==> config.mk <==
export PLATFORM = sky130hd
export DESIGN_NAME = dual_pixel_raw_subframe_combine_core
export DESIGN_NICKNAME = d
export VERILOG_FILES = /design/src/rtl/core/dprsc_pkg.sv /design/src/rtl/core/dprsc_cfg_regs.sv /design/src/rtl/core/dprsc_lane.sv /design/src/rtl/core/dual_pixel_raw_subframe_combine_core.sv
export SDC_FILE = /design/constraint.sdc
export NUM_CORES = 2
export LEC_CHECK = 0
export BUFFER_PORTS_ARGS = -buffer_cell sky130_fd_sc_hd__buf_2
export CORE_MARGIN = 3
export CORE_UTILIZATION = 50
export DETAILED_ROUTE_END_ITERATION = 7
export PLACE_DENSITY_LB_ADDON = 0.15
export SYNTH_ARGS = -nofsm -noshare
export SYNTH_HDL_FRONTEND = slang
export SYNTH_HIERARCHICAL = 1
export SYNTH_SLANG_ARGS = --single-unit
==> constraint.sdc <==
create_clock -name clk_i -period 19.6 [get_ports clk_i]
set_input_delay 1.96 -clock clk_i [delete_from_list [all_inputs] [get_ports clk_i]]
set_output_delay 1.96 -clock clk_i [all_outputs]
set_load 0.005 [all_outputs]
==> src/rtl/core/dprsc_pkg.sv <==
// ----------------------------------------------------------------------------
// dprsc_pkg
// Shared types, widths and register codes for the dual-pixel sub-frame combiner.
// ----------------------------------------------------------------------------
package dprsc_pkg;

  // Sample and fixed-point formats
  localparam int unsigned SAMPLE_BITS     = 16;
  localparam int unsigned BLACK_BITS      = 16;   // U12.4
  localparam int unsigned FRAC_BITS       = 4;    // fraction bits of a black level
  localparam int unsigned SCALE_BITS      = 16;   // U6.10
  localparam int unsigned SCALE_FRAC_BITS = 10;
  localparam int unsigned NUM_CHAN        = 4;

  localparam int unsigned BLACK_PACK_BITS = NUM_CHAN * BLACK_BITS;
  localparam int unsigned CFG_DATA_BITS   = 64;
  localparam int unsigned CFG_INDEX_BITS  = 3;

  // Configuration register indexes
  typedef enum logic [CFG_INDEX_BITS-1:0] {
    REG_BLACK_SUMMED  = 3'd0,
    REG_BLACK_SECOND  = 3'd1,
    REG_WHITE_LEVEL   = 3'd2,
    REG_EXPOSURE_SCL  = 3'd3,
    REG_OPERATION     = 3'd4,
    REG_DECISION_MODE = 3'd5
  } cfg_index_e;

  typedef enum logic {
    OP_EXTRACT = 1'b0,
    OP_BLEND   = 1'b1
  } operation_e;

  typedef enum logic {
    MODE_PLAIN = 1'b0,
    MODE_BAYER = 1'b1
  } decision_e;

  localparam logic [BLACK_PACK_BITS-1:0] BLACK_RESET = '0;
  localparam logic [SAMPLE_BITS-1:0]     WHITE_RESET = '1;
  localparam logic [SCALE_BITS-1:0]      SCALE_RESET = SCALE_BITS'(1 << SCALE_FRAC_BITS);

  typedef struct packed {
    logic [BLACK_PACK_BITS-1:0] black_summed;
    logic [BLACK_PACK_BITS-1:0] black_second;
    logic [SAMPLE_BITS-1:0]     white_level;
    logic [SCALE_BITS-1:0]      exposure_scale;
    operation_e                 operation;
    decision_e                  decision_mode;
  } cfg_t;

  // Per-lane control shared by all four channels
  typedef struct packed {
    operation_e             operation;
    decision_e              decision_mode;
    logic [SAMPLE_BITS-1:0] white_level;
    logic [SCALE_BITS-1:0]  exposure_scale;
  } lane_ctrl_t;

  typedef struct packed {
    logic [SAMPLE_BITS-1:0] sum_red;
    logic [SAMPLE_BITS-1:0] sum_green_one;
    logic [SAMPLE_BITS-1:0] sum_green_two;
    logic [SAMPLE_BITS-1:0] sum_blue;
    logic [SAMPLE_BITS-1:0] sub_red;
    logic [SAMPLE_BITS-1:0] sub_green_one;
    logic [SAMPLE_BITS-1:0] sub_green_two;
    logic [SAMPLE_BITS-1:0] sub_blue;
  } quad_in_t;

  typedef struct packed {
    logic [SAMPLE_BITS-1:0] out_red;
    logic [SAMPLE_BITS-1:0] out_green_one;
    logic [SAMPLE_BITS-1:0] out_green_two;
    logic [SAMPLE_BITS-1:0] out_blue;
  } quad_out_t;

endpackage

==> src/rtl/core/dprsc_cfg_regs.sv <==
// ----------------------------------------------------------------------------
// dprsc_cfg_regs
// Configuration register file; writes with an unknown index are dropped.
// ----------------------------------------------------------------------------
module dprsc_cfg_regs (
  input  logic                                 clk_i,
  input  logic                                 rst_ni,
  input  logic                                 cfg_valid_i,
  output logic                                 cfg_ready_o,
  input  logic [dprsc_pkg::CFG_INDEX_BITS-1:0] cfg_index_i,
  input  logic [dprsc_pkg::CFG_DATA_BITS-1:0]  cfg_data_i,
  output dprsc_pkg::cfg_t                      cfg_o
);
  import dprsc_pkg::*;

  cfg_t cfg_q, cfg_d;

  assign cfg_ready_o = 1'b1;

  always_comb begin
    cfg_d = cfg_q;
    if (cfg_valid_i) begin
      unique case (cfg_index_i)
        REG_BLACK_SUMMED:  cfg_d.black_summed   = cfg_data_i[BLACK_PACK_BITS-1:0];
        REG_BLACK_SECOND:  cfg_d.black_second   = cfg_data_i[BLACK_PACK_BITS-1:0];
        REG_WHITE_LEVEL:   cfg_d.white_level    = cfg_data_i[SAMPLE_BITS-1:0];
        REG_EXPOSURE_SCL:  cfg_d.exposure_scale = cfg_data_i[SCALE_BITS-1:0];
        REG_OPERATION:     cfg_d.operation      = operation_e'(cfg_data_i[0]);
        REG_DECISION_MODE: cfg_d.decision_mode  = decision_e'(cfg_data_i[0]);
        default:           cfg_d = cfg_q;
      endcase
    end
  end

  always_ff @(posedge clk_i or negedge rst_ni) begin
    if (!rst_ni) begin
      cfg_q.black_summed   <= BLACK_RESET;
      cfg_q.black_second   <= BLACK_RESET;
      cfg_q.white_level    <= WHITE_RESET;
      cfg_q.exposure_scale <= SCALE_RESET;
      cfg_q.operation      <= OP_EXTRACT;
      cfg_q.decision_mode  <= MODE_PLAIN;
    end else begin
      cfg_q <= cfg_d;
    end
  end

  assign cfg_o = cfg_q;

endmodule

==> src/rtl/core/dprsc_lane.sv <==
// ----------------------------------------------------------------------------
// dprsc_lane
// One color channel: A-extract and blend arithmetic, rounding, saturation,
// and substitution of clipped samples.
// ----------------------------------------------------------------------------
module dprsc_lane (
  input  logic [dprsc_pkg::SAMPLE_BITS-1:0] ab_i,
  input  logic [dprsc_pkg::SAMPLE_BITS-1:0] b_i,
  input  logic [dprsc_pkg::BLACK_BITS-1:0]  black_ab_i,
  input  logic [dprsc_pkg::BLACK_BITS-1:0]  black_b_i,
  input  dprsc_pkg::lane_ctrl_t             ctrl_i,
  input  logic                              use_sub_i,
  output logic [dprsc_pkg::SAMPLE_BITS-1:0] result_o
);
  import dprsc_pkg::*;

  // Extract path in U.4: 16*AB - bAB - 16*B + 2*bB + half
  localparam int unsigned EXT_W    = SAMPLE_BITS + FRAC_BITS + 3;
  localparam int unsigned EXT_TOP  = SAMPLE_BITS + FRAC_BITS;
  // Blend path: (16*AB - bAB) * scale + bB * 2^F + half
  localparam int unsigned DIFF_W   = SAMPLE_BITS + FRAC_BITS + 1;
  localparam int unsigned PROD_W   = DIFF_W + SCALE_BITS + 1;
  localparam int unsigned BLEND_W  = PROD_W + 2;
  localparam int unsigned BL_SHIFT = FRAC_BITS + SCALE_FRAC_BITS;
  localparam int unsigned BL_TOP   = SAMPLE_BITS + BL_SHIFT;

  localparam logic signed [EXT_W-1:0]   EXT_HALF   = EXT_W'(1 << (FRAC_BITS - 1));
  localparam logic signed [BLEND_W-1:0] BLEND_HALF = BLEND_W'(1 << (BL_SHIFT - 1));
  localparam logic [SAMPLE_BITS-1:0]    SAMPLE_MAX = '1;

  logic signed [EXT_W-1:0]   ext_v;
  logic [SAMPLE_BITS-1:0]    ext_res;
  logic signed [DIFF_W-1:0]  diff;
  logic signed [PROD_W-1:0]  prod;
  logic signed [BLEND_W-1:0] blend_v;
  logic [SAMPLE_BITS-1:0]    blend_res;

  always_comb begin
    ext_v = $signed(EXT_W'({ab_i, {FRAC_BITS{1'b0}}}))
          - $signed(EXT_W'(black_ab_i))
          - $signed(EXT_W'({b_i, {FRAC_BITS{1'b0}}}))
          + $signed(EXT_W'({black_b_i, 1'b0}))
          + EXT_HALF;
    if (ext_v[EXT_W-1]) begin
      ext_res = '0;
    end else if (|ext_v[EXT_W-2:EXT_TOP]) begin
      ext_res = SAMPLE_MAX;
    end else begin
      ext_res = ext_v[EXT_TOP-1:FRAC_BITS];
    end
  end

  always_comb begin
    diff    = $signed(DIFF_W'({ab_i, {FRAC_BITS{1'b0}}})) - $signed(DIFF_W'(black_ab_i));
    prod    = diff * $signed({1'b0, ctrl_i.exposure_scale});
    blend_v = BLEND_W'(prod)
            + $signed(BLEND_W'({black_b_i, {SCALE_FRAC_BITS{1'b0}}}))
            + BLEND_HALF;
    if (blend_v[BLEND_W-1]) begin
      blend_res = '0;
    end else if (|blend_v[BLEND_W-2:BL_TOP]) begin
      blend_res = SAMPLE_MAX;
    end else begin
      blend_res = blend_v[BL_TOP-1:BL_SHIFT];
    end
  end

  always_comb begin
    if (use_sub_i) begin
      if (ctrl_i.operation == OP_EXTRACT && ctrl_i.decision_mode == MODE_BAYER) begin
        result_o = ctrl_i.white_level;
      end else begin
        result_o = b_i;
      end
    end else if (ctrl_i.operation == OP_EXTRACT) begin
      result_o = ext_res;
    end else begin
      result_o = blend_res;
    end
  end

endmodule

==> src/rtl/core/dual_pixel_raw_subframe_combine_core.sv <==
// ----------------------------------------------------------------------------
// dual_pixel_raw_subframe_combine_core
// Combines one RGGB quad of a dual-pixel raw frame (A+B and B samples).
// ----------------------------------------------------------------------------
// Usage:
//   Input: drive quad_i and raise start. A quad transfers at each rising edge
//   with start high and busy low. busy never rises, so one quad can transfer
//   in every cycle.
//   Output: done_o pulses for exactly one cycle with the combined quad on
//   result_o once the quad has passed the input register, then the four parallel
//   channel lanes, into the result register. Throughput is one quad per
//   clock, set by the combinational lane multiplier path.
//   The receiver has no stall: it must take result_o whenever done_o is high.
//   Configuration: cfg_valid_i/cfg_ready_o with cfg_index_i and cfg_data_i.
//   cfg_ready_o stays high; a transfer to an unknown index is dropped.
//   Write configuration only while no quad is in flight.
//   Reset: rst_ni clears the pipeline valids and loads register defaults
//   (black levels zero, white 65535, scale 1.0, extract, plain decision).
// ----------------------------------------------------------------------------
module dual_pixel_raw_subframe_combine_core (
  input  logic                                 clk_i,
  input  logic                                 rst_ni,
  input  logic                                 start,
  output logic                                 busy,
  input  dprsc_pkg::quad_in_t                  quad_i,
  output logic                                 done_o,
  output dprsc_pkg::quad_out_t                 result_o,
  input  logic                                 cfg_valid_i,
  output logic                                 cfg_ready_o,
  input  logic [dprsc_pkg::CFG_INDEX_BITS-1:0] cfg_index_i,
  input  logic [dprsc_pkg::CFG_DATA_BITS-1:0]  cfg_data_i
);
  import dprsc_pkg::*;

  cfg_t       cfg;
  lane_ctrl_t lane_ctrl;

  logic       in_valid_q;
  quad_in_t   quad_q;
  logic       done_q;
  quad_out_t  result_q, result_d;

  logic [SAMPLE_BITS-1:0] ab     [NUM_CHAN];
  logic [SAMPLE_BITS-1:0] b      [NUM_CHAN];
  logic [SAMPLE_BITS-1:0] lane_y [NUM_CHAN];
  logic [NUM_CHAN-1:0]    clipped;
  logic                   any_clipped;

  // Never back-pressure the source
  assign busy = 1'b0;

  dprsc_cfg_regs u_cfg_regs (
    .clk_i       (clk_i),
    .rst_ni      (rst_ni),
    .cfg_valid_i (cfg_valid_i),
    .cfg_ready_o (cfg_ready_o),
    .cfg_index_i (cfg_index_i),
    .cfg_data_i  (cfg_data_i),
    .cfg_o       (cfg)
  );

  // Input register: capture each transferred quad
  always_ff @(posedge clk_i or negedge rst_ni) begin
    if (!rst_ni) begin
      in_valid_q <= 1'b0;
    end else begin
      in_valid_q <= start && !busy;
    end
  end

  always_ff @(posedge clk_i) begin
    if (start && !busy) begin
      quad_q <= quad_i;
    end
  end

  // Unpack in channel order red, g1, g2, blue
  always_comb begin
    ab[0] = quad_q.sum_red;
    ab[1] = quad_q.sum_green_one;
    ab[2] = quad_q.sum_green_two;
    ab[3] = quad_q.sum_blue;
    b[0]  = quad_q.sub_red;
    b[1]  = quad_q.sub_green_one;
    b[2]  = quad_q.sub_green_two;
    b[3]  = quad_q.sub_blue;
  end

  // Clip test: a summed sample at or above white counts as overexposed
  always_comb begin
    for (int c = 0; c < NUM_CHAN; c++) begin
      clipped[c] = ab[c] >= cfg.white_level;
    end
    any_clipped = |clipped;
  end

  assign lane_ctrl = '{
    operation:      cfg.operation,
    decision_mode:  cfg.decision_mode,
    white_level:    cfg.white_level,
    exposure_scale: cfg.exposure_scale
  };

  for (genvar c = 0; c < NUM_CHAN; c++) begin : g_lane
    dprsc_lane u_lane (
      .ab_i       (ab[c]),
      .b_i        (b[c]),
      .black_ab_i (cfg.black_summed[c*BLACK_BITS +: BLACK_BITS]),
      .black_b_i  (cfg.black_second[c*BLACK_BITS +: BLACK_BITS]),
      .ctrl_i     (lane_ctrl),
      // Bayer mode substitutes the whole quad when any channel clips
      .use_sub_i  ((cfg.decision_mode == MODE_BAYER) ? any_clipped : clipped[c]),
      .result_o   (lane_y[c])
    );
  end

  always_comb begin
    result_d.out_red       = lane_y[0];
    result_d.out_green_one = lane_y[1];
    result_d.out_green_two = lane_y[2];
    result_d.out_blue      = lane_y[3];
  end

  // Result register: one-cycle strobe per quad
  always_ff @(posedge clk_i or negedge rst_ni) begin
    if (!rst_ni) begin
      done_q <= 1'b0;
    end else begin
      done_q <= in_valid_q;
    end
  end

  always_ff @(posedge clk_i) begin
    if (in_valid_q) begin
      result_q <= result_d;
    end
  end

  assign done_o   = done_q;
  assign result_o = result_q;

endmodule

# Word level (Yosys, flattened, before mapping)
# Cells that the tools add are included.
# totals
register_bits	356
out_inout_bits	67
# op_classes
add_sub_neg	28
n_mul	4
magnitude_cmp	4
n_eq_ne	5
n_mux	32
bitwise_logic	1
n_reduce_logical	17
# ops
op	n
$mux 16	28
$sub 20x16->21	8
$add 40x15->40 const B	4
$add 38x27->39	4
$mul 21x17->38	4
$add 23x18->23	4
$add 23x5->23 const B	4
$sub 23x21->23	4
$ge 16x16->1	4
$reduce_or 9->1	4
$reduce_and 2->1	6
$reduce_or 2->1	4
$eq 3x2->1 const B	2
$eq 3x3->1 const B	2
$mux 1	4
$reduce_or 4->1	1
$eq 3x1->1 const B	1
$logic_not 3->1	1
$logic_and 1x1->1	1
$not 1->1	1

# Depth between registers and ports, before layout
# logic_depth
word_depth	9
mapped_depth	38

# Cells and area by module
# The synthesis kept the hierarchy.
# by_module_without_submodules
mod	n_inst	cells_per_inst	area_each_um2	seq_area_each_um2
dprsc_lane at g_lane[1].u_lane ...	2	1887	16435.8	0.0
dprsc_lane at g_lane[0].u_lane	1	1949	16836.1	0.0
dprsc_lane at g_lane[3].u_lane	1	1954	16771.1	0.0
dual_pixel_raw_subframe_combine_core	1	377	7330.8	5815.6
dprsc_cfg_regs	1	349	6759.0	4075.2

# Worst setup path before layout
# OpenSTA, ideal clock, no wires.
# synth_path
path_kind	register to register
start	register u_cfg_regs.cfg_q (netlist bit u_cfg_regs/cfg_o[146])
end	register result_q (netlist bit result_o[10]), data pin
arrival_ns	9.113
path_slack_ns	10.218
path_stages_with_launch	38
path_buffers	6
period_less_slack_ns	9.382
cell_sequence	dfrtp_1 -> buf_1 -> inv_1 -> ha_1 -> nor4bb_1 -> o21bai_1 -> a21boi_0 -> o21ai_0 -> a211o_1 -> a31o_2 -> and3b_1 -> clkbuf_1 -> clkbuf_1 -> nand2_1 -> fa_1 -> inv_1 -> fa_1 -> clkbuf_1 -> [2 not listed] -> fa_1 -> inv_1 -> fa_1 -> inv_1 -> fa_1 -> inv_1 -> ha_1 -> and2_1 -> and3_1 -> a221o_1 -> or4_4 -> a21oi_2 -> o32ai_1 -> or4_1 -> buf_2 -> o21ai_4 -> buf_8 -> nand4_2
# synth_rtl
element	line	source
from (decl)	dprsc_cfg_regs.sv:16	cfg_t cfg_q, cfg_d;
from (signal assigned)	dprsc_cfg_regs.sv:44	cfg_q <= cfg_d;
to (signal assigned)	dual_pixel_raw_subframe_combine_core.sv:135	result_q <= result_d;
to (decl)	dual_pixel_raw_subframe_combine_core.sv:41	quad_out_t result_q, result_d;

==> qor.yml <==
vias: 59400
async_reset_ff_share_pct: 46.1
ios: 266
grt_pass1_wl_um: 382000
critPathArrivalTime_ns: 11.27
busiest_layer: "met2"
drc: 0
period_share_pct: 55.5
grt_antenna_before_repair: 17
grt_use_met2_pct: 48.5
syn2layout_area_growth_pct: 6.67
whs_path_depth: 1
maxSlewHeadroom_pct: 18.4
synth_edf_count: 192
crit_type: "register to register"
grt_pass1_vias: 63600
yosysTopAreaCellShare_pct: 36.5
cts-root-buf: "clkbuf_16"
yosysSeqAreaShare_pct: 12.3
grtUsageMet1_pct: 39.4
crit_path_top_delay_cell: "fa_1"
synth_cells: 8403
layout_min_cycle_time_ns: 10.89
ys_top_cells_by_count: "inv_1 (1971), fa_1 (1468), and2_1 (819)"
grt_usage_pct: 30.0
cts_tree: "done"
synth_top_area_cell: "fa_1"
grt_max_degree: 73
hold_buffers: 0
wl_um: 246000
ant_nets: 0
finalNonFillerCells: 10700
crit_top_cell: "fa_1"
finalMaxSlewViolations: 0
drt-pass1-iter-count: 6
skew_ns: 0.0405
netlist_area_um2: 80600
seqCellArea_um2: 9920
nets: 11000
multi_input_area_um2: 62000
die_w_um: 407
overflow: 0
clk_path_buf_depth: 3
cts_resized: 0
cts_made_buffers: 49
cp.required_ns: 19.99
endpoint_kind: "register"
max_stage_delay_ns: 0.93
worstHoldStart: "u_cfg_regs/cfg_o[127]"
drv_cap: 0
critPathLaunch: "u_cfg_regs/cfg_o[98]"
max_freq_mhz: 91.9
hold_viol_final: 0
fp.dieArea_um2: 166000
drive_gt1_share_pct: 9.16
run_status: "complete, no violations"
drt_iter0_markers: 4074
postSynthAreaPerCell_um2: 9.59
gr-usage-met3_pct: 6.94
die_height_um: 407
synthTopCellsByArea: "fa_1 (36%), ha_1 (13%), inv_1 (9.2%)"
setup_viol: 0
placedCellCount: 10600
holdCritPathClass: "register to register"
rows: 146
synth_flop_cell: "edfxtp_1"
clock_latency_ns: 0.68
critPathLaunchType: "register"
core-area_um2: 159000
wire_per_inst_um: 23.0
ys_ff_latch: 356
dp_hpwl_um: 195000
reg2reg_depth: 30
gp_congestion: 0.941
yosysMostFrequentCell: "inv_1"
rsz0062_at_grt: "no"
io_buffer_count: 263
synth.distinct_cells: 118
n_fill_cell: 14700
clkTransAtPathRegs_ns: 0.06
syn_nets: 10900
cts_setup_buffers: 0
path_max_fanout: 25
yosysWarnings: 6
worstReg2RegStart: "u_cfg_regs/cfg_o[98]"
initial_core_util_pct: 50.6
vias_per_cell: 5.54
fin_setup_tns_ns: 0
worst_pin_slew_ns: 1.22
htree_levels: 2
clock_sinks: 356
[state kept, by name, indices dropped and copies added (netlist names)]
name,count
result_o,64
done_o,1
u_cfg_regs/cfg_o,162
b,64
in_valid_q,1
ab,64
[routing by layer]
layer | share of wire, % | up-vias
met5 | 0.044 | -
met4 | 4.4 | 14
met3 | 8.0 | 459
met2 | 46 | 2007
met1 | 42 | 30500
li1 | - | 26300
[stage by stage]
stage	hold slack (ns)	util, %	instance area [um^2]	worst slack [ns]
after floorplan	0.481	-	80600	10.22
after global placement	0.491	52.8	84100	8.87
after detailed placement	0.495	52.8	84100	8.76
after CTS	0.510	53.9	85900	8.69
after global routing	0.524	53.9	85900	7.92
final	0.510	54.0	85900	8.71
[critical path, delay by kind of cell, from the launching register on]
family,cells,cell delay (ns)
xor gates and xnor gates,1,0.16
adders and majority gates,8,4.21
buffers and inverters,4,0.72
DFF,1,0.73
and+or+nand+nor,5,1.50
AOI/OAI and AO/OA,12,3.23
[layout make-up]
cell class                      instances  share of cell area [%]
Sequential cell                       356                    11.5
Inverter                             1973                    8.62
Clock buffer                           61                    1.68
Timing Repair Buffer                  366                    2.45
Antenna cell                           19                  0.0553
Multi-Input combinational cell       5758                    72.1
Tap cell                             2146                    3.12
Clock inverter                         31                   0.435
[path summary, 6_finish.rpt]
path | end | slack [ns]
hold / removal | u_cfg_regs/cfg_o[127] | 0.51
hold reg to reg | u_cfg_regs/cfg_o[127] | 0.51
setup reg to reg | result_o[48] | 8.71
max in group asynchronous | u_cfg_regs/cfg_o[10] | 16.25
setup / recovery | result_o[48] | 8.71
min in group asynchronous | u_cfg_regs/cfg_o[146] | 1.21
[placed cells by master, fill, tap and decap left out, types with 32 or more instances in the layout]
| cell type | Yosys | layout |
|---|---|---|
| inv_1 | 1971 | 1971 |
| fa_1 | 1468 | 1468 |
| and2_1 | 819 | 819 |
| ha_1 | 808 | 808 |
| nand2_1 | 757 | 757 |
| buf_2 | 20 | 261 |
| a21oi_1 | 238 | 238 |
| o21ai_0 | 197 | 197 |
| edfxtp_1 | 192 | 192 |
| xnor2_1 | 159 | 151 |
| nor2_1 | 146 | 145 |
| dfrtp_1 | 147 | 131 |
| mux2_4 | 131 | 131 |
| buf_4 | 2 | 103 |
| a21o_1 | 80 | 80 |
| nor3_1 | 68 | 66 |
| nand3_1 | 65 | 65 |
| xor2_1 | 73 | 65 |
| clkbuf_16 | 0 | 57 |
| o21bai_1 | 52 | 52 |
| nand4_1 | 50 | 50 |
| and3_1 | 45 | 45 |
| o211ai_1 | 43 | 43 |
| mux2_2 | 35 | 35 |
| a211oi_1 | 32 | 32 |
| a31oi_1 | 32 | 32 |
[logic make-up after synthesis]
group / after synthesis / share of synthesized area, %
buffers and inverters: 2289 / 11.0
adders and majority gates: 2279 / 49.1
and+or+nand+nor: 2134 / 14.0
AOI/OAI and AO/OA: 929 / 7.96
DFF: 356 / 12.3
xor gates and xnor gates: 233 / 2.54
muxes: 181 / 3.12
other: 2 / 0.00932
Power is left out: the tool's default activity adds up to more than one toggle a clock period on the data nets, which glitch-free logic cannot reach.
